**config.mk**
```make
export PLATFORM = sky130hd
export DESIGN_NAME = particle_slot_lifetime_manager_unit
export DESIGN_NICKNAME = d
export VERILOG_FILES = /design/src/rtl/core/pslm_pkg.sv /design/src/rtl/core/particle_slot_lifetime_manager_unit.sv /design/src/rtl/core/pslm_ram.sv /design/src/rtl/core/pslm_age.sv
export VERILOG_INCLUDE_DIRS = /design/src /design/src/rtl/core
export SDC_FILE = /design/constraint.sdc
export NUM_CORES = 2
export LEC_CHECK = 0
export BUFFER_PORTS_ARGS = -buffer_cell sky130_fd_sc_hd__buf_2
export CORE_ASPECT_RATIO = 0.8
export CORE_MARGIN = 2
export CORE_UTILIZATION = 45
export DETAILED_ROUTE_END_ITERATION = 12
export PLACE_DENSITY = 0.61
export SYNTH_ARGS = -nofsm -noshare
export SYNTH_HDL_FRONTEND = slang
export SYNTH_HIERARCHICAL = 1
export SYNTH_SLANG_ARGS = --single-unit
```
**constraint.sdc**
```tcl
create_clock -name clk_i -period 9.4 [get_ports clk_i]
set_input_delay 0.47 -clock clk_i [delete_from_list [all_inputs] [get_ports clk_i]]
set_output_delay 0.47 -clock clk_i [all_outputs]
set_load 0.01 [all_outputs]
```
**src/rtl/core/particle_slot_lifetime_manager_unit_defines.svh**
```systemverilog
// assertion macros for the particle slot lifetime manager
// expects clk_i and rst_ni in the scope of the module that uses them
`ifndef PARTICLE_SLOT_LIFETIME_MANAGER_UNIT_DEFINES_SVH
`define PARTICLE_SLOT_LIFETIME_MANAGER_UNIT_DEFINES_SVH

// property checked on every clock, off while reset is low
`define PSLM_ASSERT(lbl, prop) \
  lbl: assert property (@(posedge clk_i) disable iff (!rst_ni) prop) \
    else $error("particle slot manager check failed");

// condition that must never be true
`define PSLM_ASSERT_NEVER(lbl, expr) \
  `PSLM_ASSERT(lbl, !(expr))

`endif

```
**src/rtl/core/pslm_pkg.sv**
```systemverilog
// shared types and constants of the particle slot lifetime manager
// no dependencies
package pslm_pkg;

  localparam int unsigned SLOTS  = 64;
  localparam int unsigned SLOT_W = $clog2(SLOTS);
  localparam int unsigned CNT_W  = $clog2(SLOTS + 1);
  localparam int unsigned TIME_W = 20;

  // item kind codes
  localparam logic KIND_EMIT = 1'b0;
  localparam logic KIND_TICK = 1'b1;

  typedef struct packed {
    logic              kind;
    logic [TIME_W-1:0] new_lifetime;
    logic [TIME_W-1:0] tick_delta;
  } item_t;

  typedef struct packed {
    logic [SLOT_W-1:0] slot_used;
    logic              evicted;
    logic [CNT_W-1:0]  expired_count;
    logic [CNT_W-1:0]  active_count;
    logic [SLOT_W-1:0] window_start;
    logic [CNT_W-1:0]  window_size;
  } result_t;

  // outcome of aging one slot
  typedef struct packed {
    logic              retire;
    logic [TIME_W-1:0] remain;
  } age_res_t;

  typedef enum logic [2:0] {
    ST_IDLE,
    ST_EMIT,
    ST_SCAN,
    ST_TICK,
    ST_TRIM,
    ST_FINISH
  } pslm_state_e;

endpackage

```
**src/rtl/core/particle_slot_lifetime_manager_unit.sv**
```systemverilog
// particle slot lifetime manager, top level
// depends on pslm_pkg, pslm_ram, pslm_age and the assertion macro header
//
// usage:
//  - command channel: an item (emit or tick) is taken when start is high and busy is
//    low; busy stays high until the result has been formed
//  - result channel: done_o pulses for one cycle with result_o; the receiver cannot
//    stall, so the result must be captured in that cycle
//  - a new item may be issued in the same cycle that done_o is high
//  - emit: the slot is written in the emit step when the window has room or every slot
//    is live; when the full window holds free slots a scan walks one slot per cycle
//  - tick: the single aging unit visits one window slot per cycle through the time
//    ram read port; if the last window slot retires, a trim step then drops trailing
//    free slots off the window end one per cycle
//  - reset clears every active mark, the window and the live count at once; time
//    values are not cleared, they are only read for active slots
`include "particle_slot_lifetime_manager_unit_defines.svh"

module particle_slot_lifetime_manager_unit (
  input  logic              clk_i,
  input  logic              rst_ni,
  input  logic              start,
  output logic              busy,
  input  pslm_pkg::item_t   item_i,
  output logic              done_o,
  output pslm_pkg::result_t result_o
);
  import pslm_pkg::*;

  // sequencer and window state
  pslm_state_e       state_q, state_d;
  logic [SLOTS-1:0]  active_q, active_d;
  logic [SLOT_W-1:0] start_q, start_d;
  logic [CNT_W-1:0]  size_q, size_d;
  logic [CNT_W-1:0]  live_q, live_d;

  // per transaction working registers
  logic [TIME_W-1:0] life_q, life_d;
  logic [TIME_W-1:0] delta_q, delta_d;
  logic [CNT_W-1:0]  idx_q, idx_d;
  logic [SLOT_W-1:0] first_q, first_d;
  logic [CNT_W-1:0]  count_q, count_d;
  logic              rd_vld_q, rd_vld_d;
  logic [SLOT_W-1:0] rd_slot_q, rd_slot_d;
  logic              trim_q, trim_d;
  logic [SLOT_W-1:0] slot_q, slot_d;
  logic              evict_q, evict_d;
  logic [CNT_W-1:0]  expired_q, expired_d;

  // result register
  logic              done_q, done_d;
  result_t           result_q, result_d;

  // time ram ports
  logic              ram_we;
  logic [SLOT_W-1:0] ram_waddr;
  logic [TIME_W-1:0] ram_wdata;
  logic [SLOT_W-1:0] ram_raddr;
  logic [TIME_W-1:0] ram_rdata;

  age_res_t          age_res;

  // handy slot indexes
  logic [SLOT_W-1:0] append_slot;
  logic [SLOT_W-1:0] scan_slot;
  logic [SLOT_W-1:0] last_slot;
  logic [SLOT_W-1:0] read_slot;

  assign append_slot = start_q + size_q[SLOT_W-1:0];
  assign scan_slot   = start_q + idx_q[SLOT_W-1:0];
  assign last_slot   = start_q + size_q[SLOT_W-1:0] - SLOT_W'(1);
  assign read_slot   = first_q + idx_q[SLOT_W-1:0];

  assign busy     = (state_q != ST_IDLE);
  assign done_o   = done_q;
  assign result_o = result_q;

  pslm_ram #(
    .WIDTH (TIME_W),
    .DEPTH (SLOTS)
  ) u_time_ram (
    .clk_i   (clk_i),
    .we_i    (ram_we),
    .waddr_i (ram_waddr),
    .wdata_i (ram_wdata),
    .raddr_i (ram_raddr),
    .rdata_o (ram_rdata)
  );

  // the one subtract and compare unit, fed one slot per cycle
  pslm_age u_age (
    .time_i  (ram_rdata),
    .delta_i (delta_q),
    .res_o   (age_res)
  );

  always_comb begin
    state_d   = state_q;
    active_d  = active_q;
    start_d   = start_q;
    size_d    = size_q;
    live_d    = live_q;
    life_d    = life_q;
    delta_d   = delta_q;
    idx_d     = idx_q;
    first_d   = first_q;
    count_d   = count_q;
    rd_vld_d  = rd_vld_q;
    rd_slot_d = rd_slot_q;
    trim_d    = trim_q;
    slot_d    = slot_q;
    evict_d   = evict_q;
    expired_d = expired_q;
    done_d    = 1'b0;
    result_d  = result_q;
    ram_we    = 1'b0;
    ram_waddr = slot_q;
    ram_wdata = life_q;
    ram_raddr = read_slot;

    unique case (state_q)
      ST_IDLE: begin
        if (start) begin
          life_d    = item_i.new_lifetime;
          delta_d   = item_i.tick_delta;
          slot_d    = '0;
          evict_d   = 1'b0;
          expired_d = '0;
          trim_d    = 1'b0;
          rd_vld_d  = 1'b0;
          idx_d     = '0;
          first_d   = start_q;
          count_d   = size_q;
          if (item_i.kind == KIND_TICK) begin
            state_d = ST_TICK;
          end else begin
            state_d = ST_EMIT;
          end
        end
      end

      ST_EMIT: begin
        if (size_q < CNT_W'(SLOTS)) begin
          // room left: append at the window end
          ram_we                = 1'b1;
          ram_waddr             = append_slot;
          slot_d                = append_slot;
          evict_d               = active_q[append_slot];
          active_d[append_slot] = 1'b1;
          size_d                = size_q + CNT_W'(1);
          if (!active_q[append_slot] && (live_q < CNT_W'(SLOTS))) begin
            live_d = live_q + CNT_W'(1);
          end
          state_d = ST_FINISH;
        end else if (live_q < CNT_W'(SLOTS)) begin
          idx_d   = '0;
          state_d = ST_SCAN;
        end else begin
          // every slot live: evict the oldest and move the start on
          ram_we            = 1'b1;
          ram_waddr         = start_q;
          slot_d            = start_q;
          evict_d           = active_q[start_q];
          active_d[start_q] = 1'b1;
          start_d           = start_q + SLOT_W'(1);
          state_d           = ST_FINISH;
        end
      end

      ST_SCAN: begin
        if (idx_q == CNT_W'(SLOTS)) begin
          // no free slot after all: overwrite in place at the start
          ram_we            = 1'b1;
          ram_waddr         = start_q;
          slot_d            = start_q;
          evict_d           = active_q[start_q];
          active_d[start_q] = 1'b1;
          state_d           = ST_FINISH;
        end else if (!active_q[scan_slot]) begin
          ram_we              = 1'b1;
          ram_waddr           = scan_slot;
          slot_d              = scan_slot;
          evict_d             = 1'b0;
          active_d[scan_slot] = 1'b1;
          if (live_q < CNT_W'(SLOTS)) begin
            live_d = live_q + CNT_W'(1);
          end
          state_d = ST_FINISH;
        end else begin
          idx_d = idx_q + CNT_W'(1);
        end
      end

      ST_TICK: begin
        // issue the read of the next window slot
        if (idx_q < count_q) begin
          rd_vld_d  = 1'b1;
          rd_slot_d = read_slot;
          idx_d     = idx_q + CNT_W'(1);
        end else begin
          rd_vld_d = 1'b0;
        end
        // age the slot whose time arrived this cycle
        if (rd_vld_q && active_q[rd_slot_q]) begin
          if (!age_res.retire) begin
            ram_we    = 1'b1;
            ram_waddr = rd_slot_q;
            ram_wdata = age_res.remain;
          end else begin
            active_d[rd_slot_q] = 1'b0;
            expired_d           = expired_q + CNT_W'(1);
            if (live_q != '0) begin
              live_d = live_q - CNT_W'(1);
            end
            if (rd_slot_q == start_q) begin
              start_d = start_q + SLOT_W'(1);
              if (size_q != '0) begin
                size_d = size_q - CNT_W'(1);
              end
            end else if ((size_q != '0) && (rd_slot_q == last_slot)) begin
              trim_d = 1'b1;
            end
          end
        end
        if (!rd_vld_q && (idx_q >= count_q)) begin
          state_d = trim_q ? ST_TRIM : ST_FINISH;
        end
      end

      ST_TRIM: begin
        // drop trailing free slots one per cycle
        if ((size_q != '0) && !active_q[last_slot]) begin
          size_d = size_q - CNT_W'(1);
        end else begin
          state_d = ST_FINISH;
        end
      end

      ST_FINISH: begin
        done_d                 = 1'b1;
        result_d.slot_used     = slot_q;
        result_d.evicted       = evict_q;
        result_d.expired_count = expired_q;
        result_d.active_count  = live_q;
        result_d.window_start  = start_q;
        result_d.window_size   = size_q;
        state_d                = ST_IDLE;
      end

      default: begin
        state_d = ST_IDLE;
      end
    endcase
  end

  // control state
  always_ff @(posedge clk_i or negedge rst_ni) begin
    if (!rst_ni) begin
      state_q  <= ST_IDLE;
      active_q <= '0;
      start_q  <= '0;
      size_q   <= '0;
      live_q   <= '0;
      rd_vld_q <= 1'b0;
      trim_q   <= 1'b0;
      done_q   <= 1'b0;
    end else begin
      state_q  <= state_d;
      active_q <= active_d;
      start_q  <= start_d;
      size_q   <= size_d;
      live_q   <= live_d;
      rd_vld_q <= rd_vld_d;
      trim_q   <= trim_d;
      done_q   <= done_d;
    end
  end

  // payload registers
  always_ff @(posedge clk_i) begin
    life_q    <= life_d;
    delta_q   <= delta_d;
    idx_q     <= idx_d;
    first_q   <= first_d;
    count_q   <= count_d;
    rd_slot_q <= rd_slot_d;
    slot_q    <= slot_d;
    evict_q   <= evict_d;
    expired_q <= expired_d;
    result_q  <= result_d;
  end

  // live count tracks the active marks between transactions
  `PSLM_ASSERT(a_live_matches_marks, (state_q == ST_IDLE) |-> (live_q == CNT_W'($countones(active_q))))
  // window never grows past the ring
  `PSLM_ASSERT_NEVER(a_size_in_range, size_q > CNT_W'(SLOTS))
  // an accepted transaction raises busy
  `PSLM_ASSERT(a_accept_busy, (start && !busy) |=> busy)
  // a result is announced only on leaving the finish step
  `PSLM_ASSERT(a_done_after_finish, done_o |-> ($past(state_q) == ST_FINISH))

endmodule

```
**src/rtl/core/pslm_ram.sv**
```systemverilog
// generic simple dual port ram, one write and one registered read per cycle
// no dependencies
module pslm_ram #(
  parameter int unsigned WIDTH = 8,
  parameter int unsigned DEPTH = 16
) (
  input  logic                     clk_i,
  input  logic                     we_i,
  input  logic [$clog2(DEPTH)-1:0] waddr_i,
  input  logic [WIDTH-1:0]         wdata_i,
  input  logic [$clog2(DEPTH)-1:0] raddr_i,
  output logic [WIDTH-1:0]         rdata_o
);

  logic [WIDTH-1:0] mem_q [DEPTH];

  always_ff @(posedge clk_i) begin
    if (we_i) begin
      mem_q[waddr_i] <= wdata_i;
    end
    rdata_o <= mem_q[raddr_i];
  end

endmodule

```
**src/rtl/core/pslm_age.sv**
```systemverilog
// shared aging unit: subtracts the tick delta from one slot's time left
// depends on pslm_pkg
module pslm_age (
  input  logic [pslm_pkg::TIME_W-1:0] time_i,
  input  logic [pslm_pkg::TIME_W-1:0] delta_i,
  output pslm_pkg::age_res_t          res_o
);
  import pslm_pkg::*;

  logic [TIME_W:0] diff;

  assign diff = {1'b0, time_i} - {1'b0, delta_i};

  // retire on borrow or exact zero
  assign res_o.retire = diff[TIME_W] | (diff[TIME_W-1:0] == '0);
  assign res_o.remain = diff[TIME_W-1:0];

endmodule

```
==> impl_metrics.py <==
metrics = {
    "run_status": {
        "status": "finished clean",
    },
    "routing": {
        "vias_per_cell": 6.416,
        "wl_per_cell_um": 31.12,
        "vias": 38300,
        "ant_nets": 0,
        "first_pass_iters": 6,
        "wl_um": 185800,
        "first_iter_violations": 6233,
        "drc": 0,
    },
    "global_routing": {
        "grt_max_degree": 110,
        "first_global_vias": 36140,
        "grt_pass1_wl_um": 266700,
        "antenna_found_initial": 11,
        "grt_usage": 0.2508,
        "grt-ovfl-total": 0,
    },
    "critical_path": {
        "startpoint_type": "flip-flop",
        "path_class": "reg2reg",
        "critical_path.max_fanout": 20,
        "end_kind": "flip-flop",
        "cp.required_ns": 9.79,
        "cp_data_arrival_time_ns": 7.69,
    },
    "die": {
        "fp.coreArea_um2": 143200,
        "die-area_um2": 147800,
        "pin_count": 80,
        "rows": 124,
        "initial_core_util": 0.4546,
        "chipWidth_um": 429.3,
        "die_h_um": 344.2,
    },
    "synth": {
        "async_flop_share": 0.05984,
        "yosys-top-cells-count": "edfxtp_1 (1,394), mux4_2 (331), mux2i_1 (194), nor2_1 (181), o21ai_0 (125)",
        "synth_warnings": 6,
        "synth-seq-cells": 1504,
        "synth_flop_cell": "edfxtp_1",
        "synth_area_leader_cell": "edfxtp_1",
        "synth_edf_count": 1394,
        "synth_cell_type_count": 100,
        "synth-seq-area-share": 0.6837,
        "synth_cells": 3789,
        "yosysMostFrequentCell": "edfxtp_1",
        "synthesis.area_um2": 65100,
        "synth_area_leaders": "edfxtp_1 (64%), mux4_2 (11%), dfrtp_1 (3.5%)",
        "synth_fp_nets": 3896,
        "synth_area_per_cell_um2": 17.18,
        "netlist.area_leader.share": 0.6430,
    },
    "cts": {
        "cts_tree": "done",
        "cts.path.max_buffers": 3,
        "cts_resized": 0,
        "cts.reportedPaths.clkPinSlew_ns": 0.07,
        "clkLatencyLatePin_ns": 0.80,
        "cts_hold_buf": 42,
        "htree_levels": 4,
        "numCtsBuffers": 145,
        "root_buffer": "clkbuf_16",
        "numClockSinks": 1504,
        "post-cts-setup-buffers": 0,
    },
    "place": {
        "gp_congestion": 0.9497,
        "post-place-ws_ns": 2.057,
        "dp_hpwl_um": 116400,
        "numPortBuffers": 79,
    },
    "worst_hold_path": {
        "min_path_type": "in2reg",
    },
    "power_and_ir_drop": {
        "p_leak_nw": 24.16,
        "power_density_nw_per_um2": 391.1,
        "peakVddDrop_v": 0.0004223,
    },
    "timing": {
        "fmax_ghz": 0.1369,
        "hold_viol": 0,
        "tightest_slew_ns": 1.305,
        "timing.final.crit_share": 0.7771,
        "fin_crit_ns": 7.305,
        "max_slew_margin": 0.1294,
        "worst_slack_ns": 2.095,
        "rsz0062_at_grt": "false",
        "tns_ns": 0,
        "finClkSkew_ns": 0.02834,
        "finalSetupViolations": 0,
        "slew_violations": 0,
    },
    "run": {
        "maxCapViolCount": 0,
    },
    "layout": {
        "area_growth_pct": 12.39,
        "nNetsFinal": 4064,
        "drive_gt1_frac": 0.2301,
    },
}
[worst paths after layout]
check / slack, ns / end / startpoint / cells past startpoint
hold / removal: 0.15 / state_q[2]$_DFFE_PN0P_ / start / 3
setup reg to reg: 2.10 / u_time_ram/mem_q[4][3]$_DFFE_PP_ / u_time_ram/rdata_o[0]$_DFF_P_ / 18
max in group asynchronous: 7.96 / live_q[4]$_DFFE_PN0P_ / rst_ni / 3
min in group asynchronous: 0.16 / active_q[41]$_DFFE_PN0P_ / rst_ni / 2
hold reg to reg: 0.47 / result_o[27]$_DFFE_PP_ / evict_q$_DFFE_PP_ / 0
setup / recovery: 2.10 / u_time_ram/mem_q[4][3]$_DFFE_PP_ / u_time_ram/rdata_o[0]$_DFF_P_ / 18
[routing by layer]
metal  wire, µm  vias to the layer above  track usage
li1           -                    15840            -
met1      81910                    20000       0.3961
met2      79550                     2162       0.3555
met3      19650                      295      0.04502
met4       4668                        0      0.07097
met5          0                        -            0
[cell usage in the layout, fill, tap and decap left out, types with 15 or more instances in the layout]
master / instances
buf_4: 121
clkinv_1: 29
or2_2: 17
bufinv_16: 15
nand4_1: 16
nand3_1: 50
ha_1: 55
o22ai_1: 119
dfxtp_1: 20
o21ai_1: 60
inv_1: 69
nand2_1: 86
clkbuf_16: 147
xor2_1: 33
edfxtp_1: 1394
a21o_1: 24
mux4_2: 331
a31oi_1: 69
a21oi_1: 65
buf_2: 78
o21ai_0: 125
dfrtp_1: 90
a22o_1: 27
mux2_2: 48
o31ai_1: 15
xnor2_1: 34
clkinv_2: 25
nor2_1: 116
a22oi_1: 98
nor2_2: 66
and3_1: 25
a211oi_1: 19
dlygate4sd3_1: 42
a221oi_1: 17
clkbuf_1: 28
nor3_1: 33
mux2i_1: 194
nand2b_1: 15
[registers in the layout, summed over array words and instances (netlist names), 7 cells and up]
register	count
size_q	7
delta_q	20
u_time_ram/mem_q	1280
u_time_ram/rdata_o	20
idx_q	7
life_q	20
live_q	7
count_q	7
result_o	34
active_q	64
expired_q	7
[cell families after synthesis]
| group | after synthesis | synth area share |
|---|---|---|
| AO/OA/AOI/OAI | 748 | 0.07682 |
| XOR/XNOR | 76 | 0.01099 |
| adder cells (fa/ha/maj) | 63 | 0.01280 |
| buffers and inverters | 295 | 0.02185 |
| flip-flops | 1504 | 0.6837 |
| multiplexers | 573 | 0.1526 |
| AND/OR/NAND/NOR | 530 | 0.04120 |
[worst max-delay path: stages (launching register included)]
cell	delay, ns
dfxtp_1	0.30
inv_1	0.05
ha_1	0.16
inv_1	0.05
fa_1	0.41
a21o_2	0.26
nand4_1	0.17
a21oi_4	0.11
o41ai_1	0.45
a21oi_1	0.14
xor2_1	0.19
or4_4	0.55
o41ai_2	0.73
nor2_1	0.11
o21ai_0	0.73
a221o_1	0.52
or3b_2	0.54
or2_2	0.44
nor2_2	0.94
[cell type report]
class                   count  area, µm²
diodes                      3      7.507
flip-flops and latches   1504      44510
repair buffers            244       1779
well taps                1890       2365
inverters                  72      276.5
clock buffers             178       3825
clock inverters            89      978.4
multi-input cells        1990      19430
fillers                 11580      70030
[report_power, final]
group | switching [W] | total, W | internal, W
logic | 0.00906 | 0.0140 | 0.00499
clock network | 0.00258 | 0.00592 | 0.00334
registers | 0.000503 | 0.00865 | 0.00814
total | 0.0121 | 0.0286 | 0.0165
[per-stage QoR]
| stage | hold WS, ns | power, W | cell area (µm²) | utilization | cells |
|---|---|---|---|---|---|
| floorplan | 0.1744 | 0.01731 | 65100 | - | 3789 |
| global placement | 0.4317 | 0.02253 | 67940 | 0.4744 | 5658 |
| detailed placement | 0.4365 | 0.02257 | 67940 | 0.4744 | 5658 |
| CTS | 0.09211 | 0.02853 | 73160 | 0.5109 | 5967 |
| global route | 0.1656 | 0.02962 | 73160 | 0.5109 | 5967 |
| finish | 0.1489 | 0.02862 | 73170 | 0.5110 | 5970 |
Power figures use the tool's default switching activity.
